<file path="src/rbts_pkg.sv">
`timescale 1ns / 1ps
`default_nettype none
package rbts_pkg;

  localparam int unsigned BUCKET_COUNT = 1024;
  localparam int unsigned BIDX_W       = $clog2(BUCKET_COUNT);

  localparam int unsigned TS_W   = 53;
  localparam int unsigned LEN_W  = 32;
  localparam int unsigned PX_W   = 48;
  localparam int unsigned QTY_W  = 48;
  localparam int unsigned WIN_W  = 16;
  localparam int unsigned CNT_W  = 32;
  localparam int unsigned VOL_W  = 56;
  localparam int unsigned WCNT_W = 42;
  localparam int unsigned WVOL_W = 63;
  localparam int unsigned PCHG_W = 49;
  localparam int unsigned SPAN_W = WIN_W + LEN_W;
  localparam int unsigned PSUM_W = PX_W + BIDX_W;
  localparam int unsigned DVD_W  = 64;
  localparam int unsigned DCNT_W = $clog2(DVD_W) + 1;

  localparam logic [1:0] OP_DEPTH = 2'd0;
  localparam logic [1:0] OP_TRADE = 2'd1;
  localparam logic [1:0] OP_QUERY = 2'd2;

  typedef struct packed {
    logic [TS_W-1:0]  start;
    logic [CNT_W-1:0] bid;
    logic [CNT_W-1:0] ask;
    logic             has_depth;
    logic [CNT_W-1:0] buy;
    logic [CNT_W-1:0] sell;
    logic [VOL_W-1:0] buy_vol;
    logic [VOL_W-1:0] sell_vol;
    logic [PX_W-1:0]  last_px;
    logic             has_trade;
  } bucket_t;

  function automatic logic [CNT_W-1:0] sat_cnt(input logic [CNT_W-1:0] a);
    return (a == '1) ? a : a + 1'b1;
  endfunction

  function automatic logic [VOL_W-1:0] sat_vol(input logic [VOL_W-1:0] a,
                                               input logic [QTY_W-1:0] q);
    logic [VOL_W:0] s;
    s = {1'b0, a} + {{(VOL_W + 1 - QTY_W){1'b0}}, q};
    return s[VOL_W] ? '1 : s[VOL_W-1:0];
  endfunction

  function automatic logic [WCNT_W-1:0] sat_wcnt(input logic [WCNT_W-1:0] a,
                                                 input logic [CNT_W-1:0]  c);
    logic [WCNT_W:0] s;
    s = {1'b0, a} + {{(WCNT_W + 1 - CNT_W){1'b0}}, c};
    return s[WCNT_W] ? '1 : s[WCNT_W-1:0];
  endfunction

  function automatic logic [WVOL_W-1:0] sat_wvol(input logic [WVOL_W-1:0] a,
                                                 input logic [VOL_W-1:0]  v);
    logic [WVOL_W:0] s;
    s = {1'b0, a} + {{(WVOL_W + 1 - VOL_W){1'b0}}, v};
    return s[WVOL_W] ? '1 : s[WVOL_W-1:0];
  endfunction

endpackage
`default_nettype wire

</file>
<file path="src/rbts_div.sv">
`timescale 1ns / 1ps
`default_nettype none
module rbts_div (
  input  wire logic                        clk_i,
  input  wire logic                        rst_ni,
  input  wire logic                        start_i,
  input  wire logic [rbts_pkg::DVD_W-1:0]  dividend_i,
  input  wire logic [rbts_pkg::LEN_W-1:0]  divisor_i,
  output logic                             done_o,
  output logic      [rbts_pkg::DVD_W-1:0]  quotient_o,
  output logic      [rbts_pkg::LEN_W-1:0]  remainder_o
);

  logic [rbts_pkg::DVD_W-1:0]  quo_q;
  logic [rbts_pkg::LEN_W-1:0]  rem_q;
  logic [rbts_pkg::LEN_W-1:0]  dvs_q;
  logic [rbts_pkg::DCNT_W-1:0] cnt_q;
  logic                        busy_q;
  logic                        done_q;
  logic [rbts_pkg::LEN_W:0]    trial;
  logic [rbts_pkg::LEN_W:0]    diff;
  logic                        ge;

  // one quotient bit per cycle, restoring
  always_comb begin
    trial = {rem_q, quo_q[rbts_pkg::DVD_W-1]};
    ge    = trial >= {1'b0, dvs_q};
    diff  = trial - {1'b0, dvs_q};
  end

  always_ff @(posedge clk_i or negedge rst_ni) begin
    if (!rst_ni) begin
      busy_q <= 1'b0;
      done_q <= 1'b0;
      cnt_q  <= '0;
    end else begin
      done_q <= 1'b0;
      if (start_i) begin
        busy_q <= 1'b1;
        cnt_q  <= rbts_pkg::DCNT_W'(rbts_pkg::DVD_W);
      end else if (busy_q) begin
        cnt_q <= cnt_q - 1'b1;
        if (cnt_q == rbts_pkg::DCNT_W'(1)) begin
          busy_q <= 1'b0;
          done_q <= 1'b1;
        end
      end
    end
  end

  always_ff @(posedge clk_i) begin
    if (start_i) begin
      quo_q <= dividend_i;
      rem_q <= '0;
      dvs_q <= divisor_i;
    end else if (busy_q) begin
      rem_q <= ge ? diff[rbts_pkg::LEN_W-1:0] : trial[rbts_pkg::LEN_W-1:0];
      quo_q <= {quo_q[rbts_pkg::DVD_W-2:0], ge};
    end
  end

  assign done_o      = done_q;
  assign quotient_o  = quo_q;
  assign remainder_o = rem_q;

endmodule
`default_nettype wire

</file>
<file path="config.mk">
export PLATFORM = sky130hd
export DESIGN_NAME = rbts_div
export DESIGN_NICKNAME = d
export VERILOG_FILES = /design/src/rbts_pkg.sv /design/src/rbts_div.sv
export SDC_FILE = /design/constraint.sdc
export NUM_CORES = 1
export LEC_CHECK = 0
export CAP_MARGIN = 0
export CORE_UTILIZATION = 35
export CTS_BUF_LIST = sky130_fd_sc_hd__clkbuf_8
export CTS_CLUSTER_SIZE = 30
export DETAILED_ROUTE_END_ITERATION = 8
export DONT_BUFFER_PORTS = 1
export SKIP_LAST_GASP = 1
export SLEW_MARGIN = 20
export SYNTH_ARGS = -nofsm -noshare
export SYNTH_HDL_FRONTEND = slang
export SYNTH_SLANG_ARGS = --single-unit
</file>
<file path="constraint.sdc">
create_clock -name clk_i -period 3.83 [get_ports clk_i]
set_clock_uncertainty 0.2 [all_clocks]
set_input_delay 0.1915 -clock clk_i [delete_from_list [all_inputs] [get_ports clk_i]]
set_output_delay 0.1915 -clock clk_i [all_outputs]
set_load 0.05 [all_outputs]
</file>
# Yosys cells after proc, flatten, opt, wreduce, memory -nomap -nowiden
# Index checks and enable logic that the tools add are counted.
[op_classes]
add_sub_neg = 2
n_eq_ne = 1
n_mux = 11
n_reduce_logical = 1
order_cmp = 1
[ops]
columns = ["cell", "n"]
rows = [
  ["64-bit two-way mux", 2],
  ["33-bit by 32-bit greater-or-equal comparator with 1-bit output", 1],
  ["32-bit two-way mux", 1],
  ["32-bit subtractor", 1],
  ["7-bit two-way mux", 2],
  ["7-bit by 1-bit equality test with 1-bit output, second input constant", 1],
  ["7-bit by 1-bit subtractor with 7-bit output, second input constant", 1],
  ["1-bit two-way mux", 6],
  ["2-bit nonzero test", 1],
]
[totals]
out_inout_bits = 97
in_bits = 99
ff_bits = 137

# Longest topological paths before layout
# Gate-level depths: netlist (run 1).
[depth]
word_depth = 4
mapped_depth = 14
mapped_depth_nobuf = 13

# Worst setup path after synthesis (run 1)
# OpenSTA, ideal clock, no wires.
[synth_path]
kind = "register -> register"
start = "register quo_q (netlist bit quotient_o[63])"
end = "register rem_q (netlist bit remainder_o[30])"
required_time_ns = 3.552
setup_time_ns = 0.078
n_path_buf = 0
stages_incl_launch_ff = 14
t_arrival_ns = 3.237
synth_period_minus_slack_ns = 3.515
slack_ns = 0.315
cell_sequence = "edfxtp_1 inv_1 ha_1 inv_1 fa_1 a21o_1 a221oi_1 nor3b_1 nor4_1 o31ai_1 a221o_1 xnor2_1 o211a_1 nor3_1"
[synth_via]
elab_chain_len = 2
elab_cells_between_ends = 3
cone_classes = "1 x add/sub; 1 x order compare; 1 x mux"
[synth_rtl]
columns = ["item", "line_no", "text"]
rows = [
  ["from (decl)", "rbts_div.sv:14", "logic [rbts_pkg::DVD_W-1:0] quo_q;"],
  ["from (signal assigned)", "rbts_div.sv:53", "quo_q <= dividend_i;"],
  ["from (signal assigned)", "rbts_div.sv:58", "quo_q <= {quo_q[rbts_pkg::DVD_W-2:0], ge};"],
  ["32-bit subtractor / 33-bit by 32-bit greater-or-equal comparator with 1-bit output (equally long branches)", "rbts_div.sv:28, rbts_div.sv:27", ""],
  ["32-bit two-way mux (*)", "rbts_div.sv:57", "rem_q <= ge ? diff[rbts_pkg::LEN_W-1:0] : trial[rbts_pkg::LEN_W-1:0];"],
  ["to (signal assigned)", "rbts_div.sv:57", ""],
  ["to (decl)", "rbts_div.sv:15", "logic [rbts_pkg::LEN_W-1:0] rem_q;"],
]
# Every way passes the cells marked *; elsewhere a longest branch is shown, timed or not.
# A chain may end at the register's enable or synchronous reset.

# Final worst setup path (run 1)
# Ends and elaborated chain as after synthesis.

==> summary.md, run 1 <==
| Metric | Value |
|---|---|
| Setup-failing EPs final | `0` |
| FF+latch area | `3750 um^2` |
| DRT Wirelength | `18.62 mm` |
| Cts-stage hold buffer count | `99` |
| Min-Delay Endpoint | `remainder_o[17]$_SDFFE_PP0P_` |
| Sequential area share after synthesis | `50.70%` |
| Final min period | `3.407 ns` |
| Avg Vias per Cell | `5.191` |
| Final Cycle Share | `88.97%` |
| CTS H-tree lvls | `4` |
| Final cell count without fillers | `1065` |
| Full die area | `21710 um^2` |
| IO buf count | `0` |
| Die height | `147.3 um` |
| Post-route DRC | `0` |
| Synth area leaders | `edfxtp_1 (39%), mux2_2 (9.7%), dfxtp_1 (8.7%)` |
| Ys async rst share | `6.569%` |
| Die width | `147.3 um` |
| FF-to-FF setup slack | `0.42 ns` |
| Largest net degree at the start of global routing | `139` |
| Crit-path max FO | `4` |
| PD cells | `732.3 nW/um^2` |
| Post-Syn Area | `7393 um^2` |
| Clock slew seen by the registers of the worst setup and hold paths | `0.09 ns` |
| Total power | `0.006776 W` |
| Initial antenna violation count | `1` |
| Gp weighted congestion | `0.8934` |
| DRT Pass-1 Iters | `5` |
| Hold/Removal Path Class | `primary input to register` |
| Mapped Cells | `658` |
| Hold path cells | `2` |
| CTS buffer count | `17` |
| Yosys reg bits | `137` |
| Max IR drop VDD | `0.3062 mV` |
| Vias | `5528` |
| TNS Setup | `0 ns` |
| Wire length per cell | `17.49 um` |
| Max-slew headroom at the worst pin | `49.12%` |
| Antenna viol nets, final | `0` |
| CP arrival | `3.59 ns` |
| Reg2reg start | `quotient_o[63]$_DFFE_PP_` |
| CTS tree | `done` |
| Worst reg2reg path endpoint | `remainder_o[30]$_SDFFE_PP0P_` |
| Cell row count | `52` |
| Hold Startpoint | `start_i` |
| Pins Over Slew Limit | `0` |
| Post-synth cell types | `63` |
| GRT Util Overall | `17.80%` |
| Post-synth top flop | `edfxtp_1` |
| Total grt overflow | `0` |
| Critical Path RT | `4.02 ns` |
| Fmax achieved | `0.2935 GHz` |
| Pre-CTS WS | `0.4619 ns` |
| Core area | `20490 um^2` |
| Fillers | `1949` |
| Area delta synth->final | `25.15%` |
| Dpl cells | `933` |
| Number of global-route vias before repair | `5751` |
| Worst slew pin tran | `0.7632 ns` |
| Max-Cap Viols | `0` |
| Reg2reg path depth | `14` |
| Post-synth top area share | `38.99%` |
| Setup bufs post-CTS | `0` |
| Syn nets | `792` |
| Share of cells above drive strength 1 | `18.39%` |
| DRT iter0 DRCs | `258` |
| Post-DP HPWL | `12.52 mm` |
| Initial Utilization | `36.07%` |
| Unrepaired setup endpoints after global routing | `no` |
| Status | `finished clean` |
| CTS resizes | `0` |
| Endpoint type of the worst setup path | `register` |
| Ports | `196` |
| Clock Tree Root | `clkbuf_8` |
| Nets@finish | `915` |
| YS warnings | `0` |
| Most area-hungry cell type in the Yosys netlist | `edfxtp_1` |
| Post-synth EDFFs | `96` |
| First-pass GRT wire length | `29.94 mm` |
| Mean area per synthesized cell | `11.24 um^2` |
| Multi-input gate area | `3302 um^2` |
| Startpoint Class | `register` |
| Worst-Skew Late Latency | `0.46 ns` |
| Fin. Hold Viols | `0` |
| Clk sinks | `137` |
| Leakage | `3.797 nW` |
| Setup CP Type | `register to register` |
| Final setup margin | `0.4225 ns` |
| CTS Buffer Depth | `2` |
-- final cells by class --
cell class / instances / share of cell area, %
timing repair buffer: 137 / 13.98
clock inverter: 15 / 1.690
tap: 270 / 3.651
sequential: 137 / 40.53
antenna: 1 / 0.02705
multi-input combinational: 441 / 35.69
clock buffer: 17 / 2.529
inverter: 47 / 1.907
-- layout by cell type, fill, tap and decap left out, drive strengths merged, types with 3 or more instances in the layout --
| cell | n |
|---|---|
| nor3 | 9 |
| dfxtp | 32 |
| o31ai | 4 |
| a31oi | 5 |
| a21oi | 50 |
| o21ai | 19 |
| o21bai | 4 |
| dlygate4sd3 | 98 |
| xor2 | 14 |
| clkinv | 4 |
| a21o | 7 |
| dfrtp | 9 |
| inv | 56 |
| a311oi | 3 |
| o211ai | 3 |
| and3 | 6 |
| nand2b | 5 |
| buf | 39 |
| nor2 | 67 |
| nand2 | 25 |
| xnor2 | 18 |
| o221ai | 3 |
| nand3b | 5 |
| clkbuf | 17 |
| nor2b | 5 |
| nand3 | 6 |
| nor4 | 5 |
| a211oi | 33 |
| nand4 | 3 |
| mux2 | 65 |
| edfxtp | 96 |
| mux2i | 16 |
| ha | 34 |
| nor3b | 3 |
-- logic make-up (layout without fill, tap and decap cells) --
kind of cell	after synthesis	in the layout	share of synthesized area, %
adders and majority gates	35	35	6.025
other	0	1	0
and+or+nand+nor	146	146	9.291
AOI/OAI and AO/OA	147	147	13.47
DFF	137	137	50.70
muxes	81	81	12.07
xor gates and xnor gates	32	32	3.791
buffers and inverters	80	216	4.654
-- flip-flops by register name, summed over array words and instances (netlist names) --
name / cells
done_o: 1
busy_q: 1
quotient_o: 64
dvs_q: 32
remainder_o: 32
cnt_q: 7
-- critical path, stage by stage, from the launching register on --
cell      delay, ns
edfxtp_1       0.39
inv_1          0.07
ha_1           0.15
inv_1          0.05
fa_1           0.41
a21o_1         0.22
a221oi_1       0.26
buf_4          0.19
nor3b_1        0.05
nor4_1         0.30
o31ai_1        0.18
a221o_1        0.39
xnor2_1        0.13
o211a_1        0.20
nor3_1         0.15
-- power breakdown --
part	internal (W)	switching [W]	leakage (nW)	total [W]
clock network	0.000540	0.000679	0.201	0.00122
registers	0.00192	0.000606	1.36	0.00252
logic	0.00120	0.00183	2.23	0.00303
total	0.00366	0.00312	3.80	0.00678
-- cell usage after synthesis, types with 3 or more instances --
library cell and number:
a21o_1 7, mux2_2 64, buf_6 4, nor2b_1 5, o211ai_1 3, o31ai_1 4, dfxtp_1 32, inv_1 47
o21ai_0 15, nor2_1 66, o21bai_1 3, o21ai_1 4, a31oi_1 5, nand4_1 3, nor3b_1 3, nor3_1 9
nor4_1 5, nand2b_1 5, xnor2_1 18, dfrtp_1 9, nand3b_1 5, ha_1 34, o221ai_1 3, mux2i_1 16
buf_2 5, xor2_1 14, nand3_1 6, and3_1 5, nand2_1 25, a21oi_1 50, a211oi_1 32, edfxtp_1 96
clkbuf_1 20
-- metal layers --
| layer | global-route usage (%) | wire length (um) |
|---|---|---|
| met1 | 19.54 | 7484 |
| met2 | 30.24 | 9103 |
| met3 | 7.236 | 1611 |
| met4 | 7.680 | 422 |
| met5 | 0 | 0 |
-- worst max path at each step --
stage / start / cells after the start / endpoint
2_1_floorplan: quotient_o[63]$_DFFE_PP_ / 13 / remainder_o[30]$_SDFFE_PP0P_
3_3_place_gp: quotient_o[63]$_DFFE_PP_ / 14 / remainder_o[30]$_SDFFE_PP0P_
6_report: quotient_o[63]$_DFFE_PP_ / 14 / remainder_o[30]$_SDFFE_PP0P_
4_1_cts: quotient_o[63]$_DFFE_PP_ / 14 / remainder_o[30]$_SDFFE_PP0P_
5_1_grt: quotient_o[63]$_DFFE_PP_ / 13 / remainder_o[22]$_SDFFE_PP0P_
3_5_place_dp: quotient_o[63]$_DFFE_PP_ / 13 / remainder_o[22]$_SDFFE_PP0P_
-- stage by stage --
stage	hold slack (ns)	cell area (um^2)	utilization [%]
CTS	0.01838	9250	45.13
detailed placement	-0.3033	7851	38.31
floorplan	-0.3041	7393	-
finish	0.02738	9253	45.15
global route	0.05716	9253	45.15
global placement	-0.3033	7851	38.31
Power figures use the tool's default switching activity.
==> run 2, diff against run 1 <==
- ABC_AREA: unset -> 1
- GPL_ROUTABILITY_DRIVEN: unset -> 1
==> run 2 against run 1 <==
- setup slack improved by 0.42 ns
- total power rose by 6.4%
- global-route usage rose by 2.0 points
- clock-buffer cell count did not move
- critical path type unchanged
==> summary.md, run 2 <==
| Metric | Value |
|---|---|
| Top cells by count, synth | `nand2_1 (504), inv_1 (175), edfxtp_1 (96)` |
| Pins Over Slew Limit | `0 (unchanged)` |
| Max-slew headroom at the worst pin | `32.89% (-16 points)` |
| GRT Util Overall | `19.79% (+2.0 points)` |
| Cts-stage hold buffer count | `100 (+1.0%)` |
| Yosys reg bits | `137 (unchanged)` |
| IO buf count | `0 (unchanged)` |
| Most common cell in the netlist | `nand2_1` |
| Setup CP Type | `register to register` |
| Antenna viol nets, final | `0 (unchanged)` |
| Max-Cap Viols | `0 (unchanged)` |
| Post-route DRC | `0 (unchanged)` |
| Syn nets | `1270 (+60%)` |
| Critical Path Max Stage Delay | `0.75 ns (+0.34 ns)` |
| Critical path cell sequence | `ha_1 > nand2_1 > nor2_1 > nand3_1 > nand3_2 > nand2_2 > nand2_2 > nand2_4 > nand2_4 > nand2_1 > nand3_1 > o21ai_1` |
| CTS resizes | `0 (unchanged)` |
| Number of global-route vias before repair | `7277 (+27%)` |
| Fmax achieved | `0.3349 GHz (+14%)` |
| Post-Syn Area | `8323 um^2 (+13%)` |
| Post-DP HPWL | `16.74 mm (+34%)` |
| Area delta synth->final | `22.99%` |
| Post-synth EDFFs | `96 (unchanged)` |
| Startpoint Class | `register` |
| Die width | `156.2 um (+6.0%)` |
| Gp weighted congestion | `0.9573 (+7.2%)` |
| Most frequent cells in the layout | `nand2_1 (504), inv_1 (174), dlygate4sd3_1 (99)` |
| Share of cells above drive strength 1 | `8.320% (-10 points)` |
| Post-synth top flop | `edfxtp_1` |
| Clock slew seen by the registers of the worst setup and hold paths | `0.09 ns (about the same)` |
| CTS tree | `done` |
| Largest net degree at the start of global routing | `98 (-29%)` |
| Ys async rst share | `6.569% (unchanged)` |
| PD cells | `704.6 nW/um^2 (-3.8%)` |
| Post-synth cell types | `34 (-46%)` |
| Vias | `7483 (+35%)` |
| FF+latch area | `3749 um^2 (about the same)` |
| Setup-failing EPs final | `0 (unchanged)` |
| Total grt overflow | `0 (unchanged)` |
| Critical Path RT | `4.00 ns (-0.02 ns)` |
| CP arrival | `3.15 ns (-0.44 ns)` |
| Clock Tree Root | `clkbuf_8` |
| Highest-delay cell along the critical path | `dfxtp_1` |
| Hold/Removal Path Class | `primary input to register` |
| CP top delay family | `simple AND/OR/NAND/NOR gates` |
| Unrepaired setup endpoints after global routing | `no` |
| WHS | `0.06813 ns (+0.04074 ns)` |
| DRT iter0 DRCs | `489 (+90%)` |
| Endpoint type of the worst setup path | `register` |
| Cell row count | `56 (+7.7%)` |
| Max IR drop VDD | `0.2492 mV (-19%)` |
| Clk sinks | `137 (unchanged)` |
| Final min period | `2.986 ns (-0.4218 ns)` |
| Initial Utilization | `35.56% (-0.51 points)` |
| Mean area per synthesized cell | `7.327 um^2 (-35%)` |
| DRT Wirelength | `23.60 mm (+27%)` |
| CTS H-tree lvls | `4 (unchanged)` |
| Setup bufs post-CTS | `0 (unchanged)` |
| Max reg flops | `64 (unchanged)` |
| CTS buffer count | `17 (unchanged)` |
| Crit-path max FO | `35 (+31)` |
| Synth area leaders | `edfxtp_1 (35%), nand2_1 (23%), inv_1 (7.9%)` |
| Most area-hungry cell type in the Yosys netlist | `edfxtp_1` |
| Leakage | `5.252 nW (+38%)` |
| Antenna Diode Count | `0 (-1)` |
| Die height | `156.2 um (+6.0%)` |
| Worst-Skew Late Latency | `0.47 ns (about the same)` |
| Post-synth top area share | `34.64% (-4.4 points)` |
| Sequential area share after synthesis | `45.04% (-5.7 points)` |
| YS warnings | `0 (unchanged)` |
| Commonest non-fill, non-tap cell in the layout | `nand2_1` |
| Worst slew pin tran | `1.007 ns (+0.2434 ns)` |
| DRT Pass-1 Iters | `5 (unchanged)` |
| Fillers | `2393 (+23%)` |
| First-pass GRT wire length | `37.16 mm (+24%)` |
| Wire length per cell | `14.82 um (-15%)` |
| CTS Buffer Depth | `2 (unchanged)` |
| Multi-input gate area | `3727 um^2 (+13%)` |
| Ports | `196 (unchanged)` |
| Avg Vias per Cell | `4.697 (-9.5%)` |
| Core area | `23400 um^2 (+14%)` |
| TNS Setup | `0 ns (unchanged)` |
| Mapped Cells | `1136 (+73%)` |
| CP Buf/Inv Count | `0 (-3)` |
| Fin. Hold Viols | `0 (unchanged)` |
| Status | `finished clean` |
| Full die area | `24400 um^2 (+12%)` |
| Initial antenna violation count | `1 (unchanged)` |
| Nets@finish | `1395 (+52%)` |
| Final Cycle Share | `77.96% (-11 points)` |
-- run 2: changes by cell type after synthesis, sizes merged, moves of 12 or more --
cell	before	now
nand2	25	514
inv	47	185
nand3	6	86
mux2	65	0
a211oi	33	0
a21oi	50	26
mux2i	16	0
xor2	14	0
nor2	67	55
-- run 2: worst reg2reg max path, cell delays in order, from the launching register on --
cell and delay (ns):
dfxtp_1 0.75, ha_1 0.38, nand2_1 0.08, nor2_1 0.04, nand3_1 0.11, nand3_2 0.14
nand2_2 0.10, nand2_2 0.07, nand2_4 0.35, nand2_4 0.34, nand2_1 0.16, nand3_1 0.08
o21ai_1 0.09
-- run 2: kinds of logic (layout without fill, tap and decap cells) --
logic type	count (synthesis)	after routing	share of synthesized area, %
fa+ha+maj	35	35	5.352
compound gates	50	50	3.202
flops	137	137	45.04
buf+inv	214	352	10.21
simple gates	686	686	34.73
xor+xnor	14	14	1.473
-- run 2: power by group --
| group | total, W | internal, W | leakage (nW) | switching, W |
|---|---|---|---|---|
| clock | 0.00124 | 0.000540 | 0.198 | 0.000699 |
| sequential | 0.00233 | 0.00188 | 1.39 | 0.000452 |
| combinational | 0.00364 | 0.00122 | 3.66 | 0.00242 |
-- run 2: cell type report --
type,count,area share [%]
clock inverter,15,1.479
timing repair buffer,135,12.52
clock buffer,17,2.286
sequential,137,36.62
tap,319,3.899
inverter,185,6.784
multi-input combinational,785,36.41
-- run 2: path summary, 6_finish.rpt --
path | end | slack (ns) | from | cells past startpoint
setup / recovery | remainder_o[14]$_SDFFE_PP0P_ | 0.84 | remainder_o[0]$_SDFFE_PP0P_ | 12
min in group asynchronous | cnt_q[3]$_DFFE_PN0P_ | 0.42 | rst_ni | 2
max in group asynchronous | busy_q$_DFF_PN0_ | 2.70 | rst_ni | 2
setup reg to reg | remainder_o[14]$_SDFFE_PP0P_ | 0.84 | remainder_o[0]$_SDFFE_PP0P_ | 12
hold / removal | cnt_q[4]$_DFFE_PN0P_ | 0.07 | start_i | 3
hold reg to reg | cnt_q[2]$_DFFE_PN0P_ | 0.30 | cnt_q[2]$_DFFE_PN0P_ | 1
-- run 2: layer usage --
metal	share of wire [%]	vias to the layer above	GRT usage [%]
met5	0	-	0
met4	1.3	0	5.275
met3	6.7	23	4.917
met2	49	255	35.42
met1	43	3414	23.42
li1	-	3791	-
-- run 2: metrics by stage --
step                      total power (W)  instance area, um^2  util (%)  setup slack, ns  instances
after floorplan                  0.005129                 8323         -           0.6600       1136
after global placement           0.005893                 8832     37.74           0.9252       1461
after detailed placement         0.005908                 8832     37.74           0.8732       1461
after CTS                        0.007273                10240     43.74           0.8370       1593
after global routing             0.007781                10240     43.74           0.5967       1593
final                            0.007213                10240     43.74           0.8443       1593
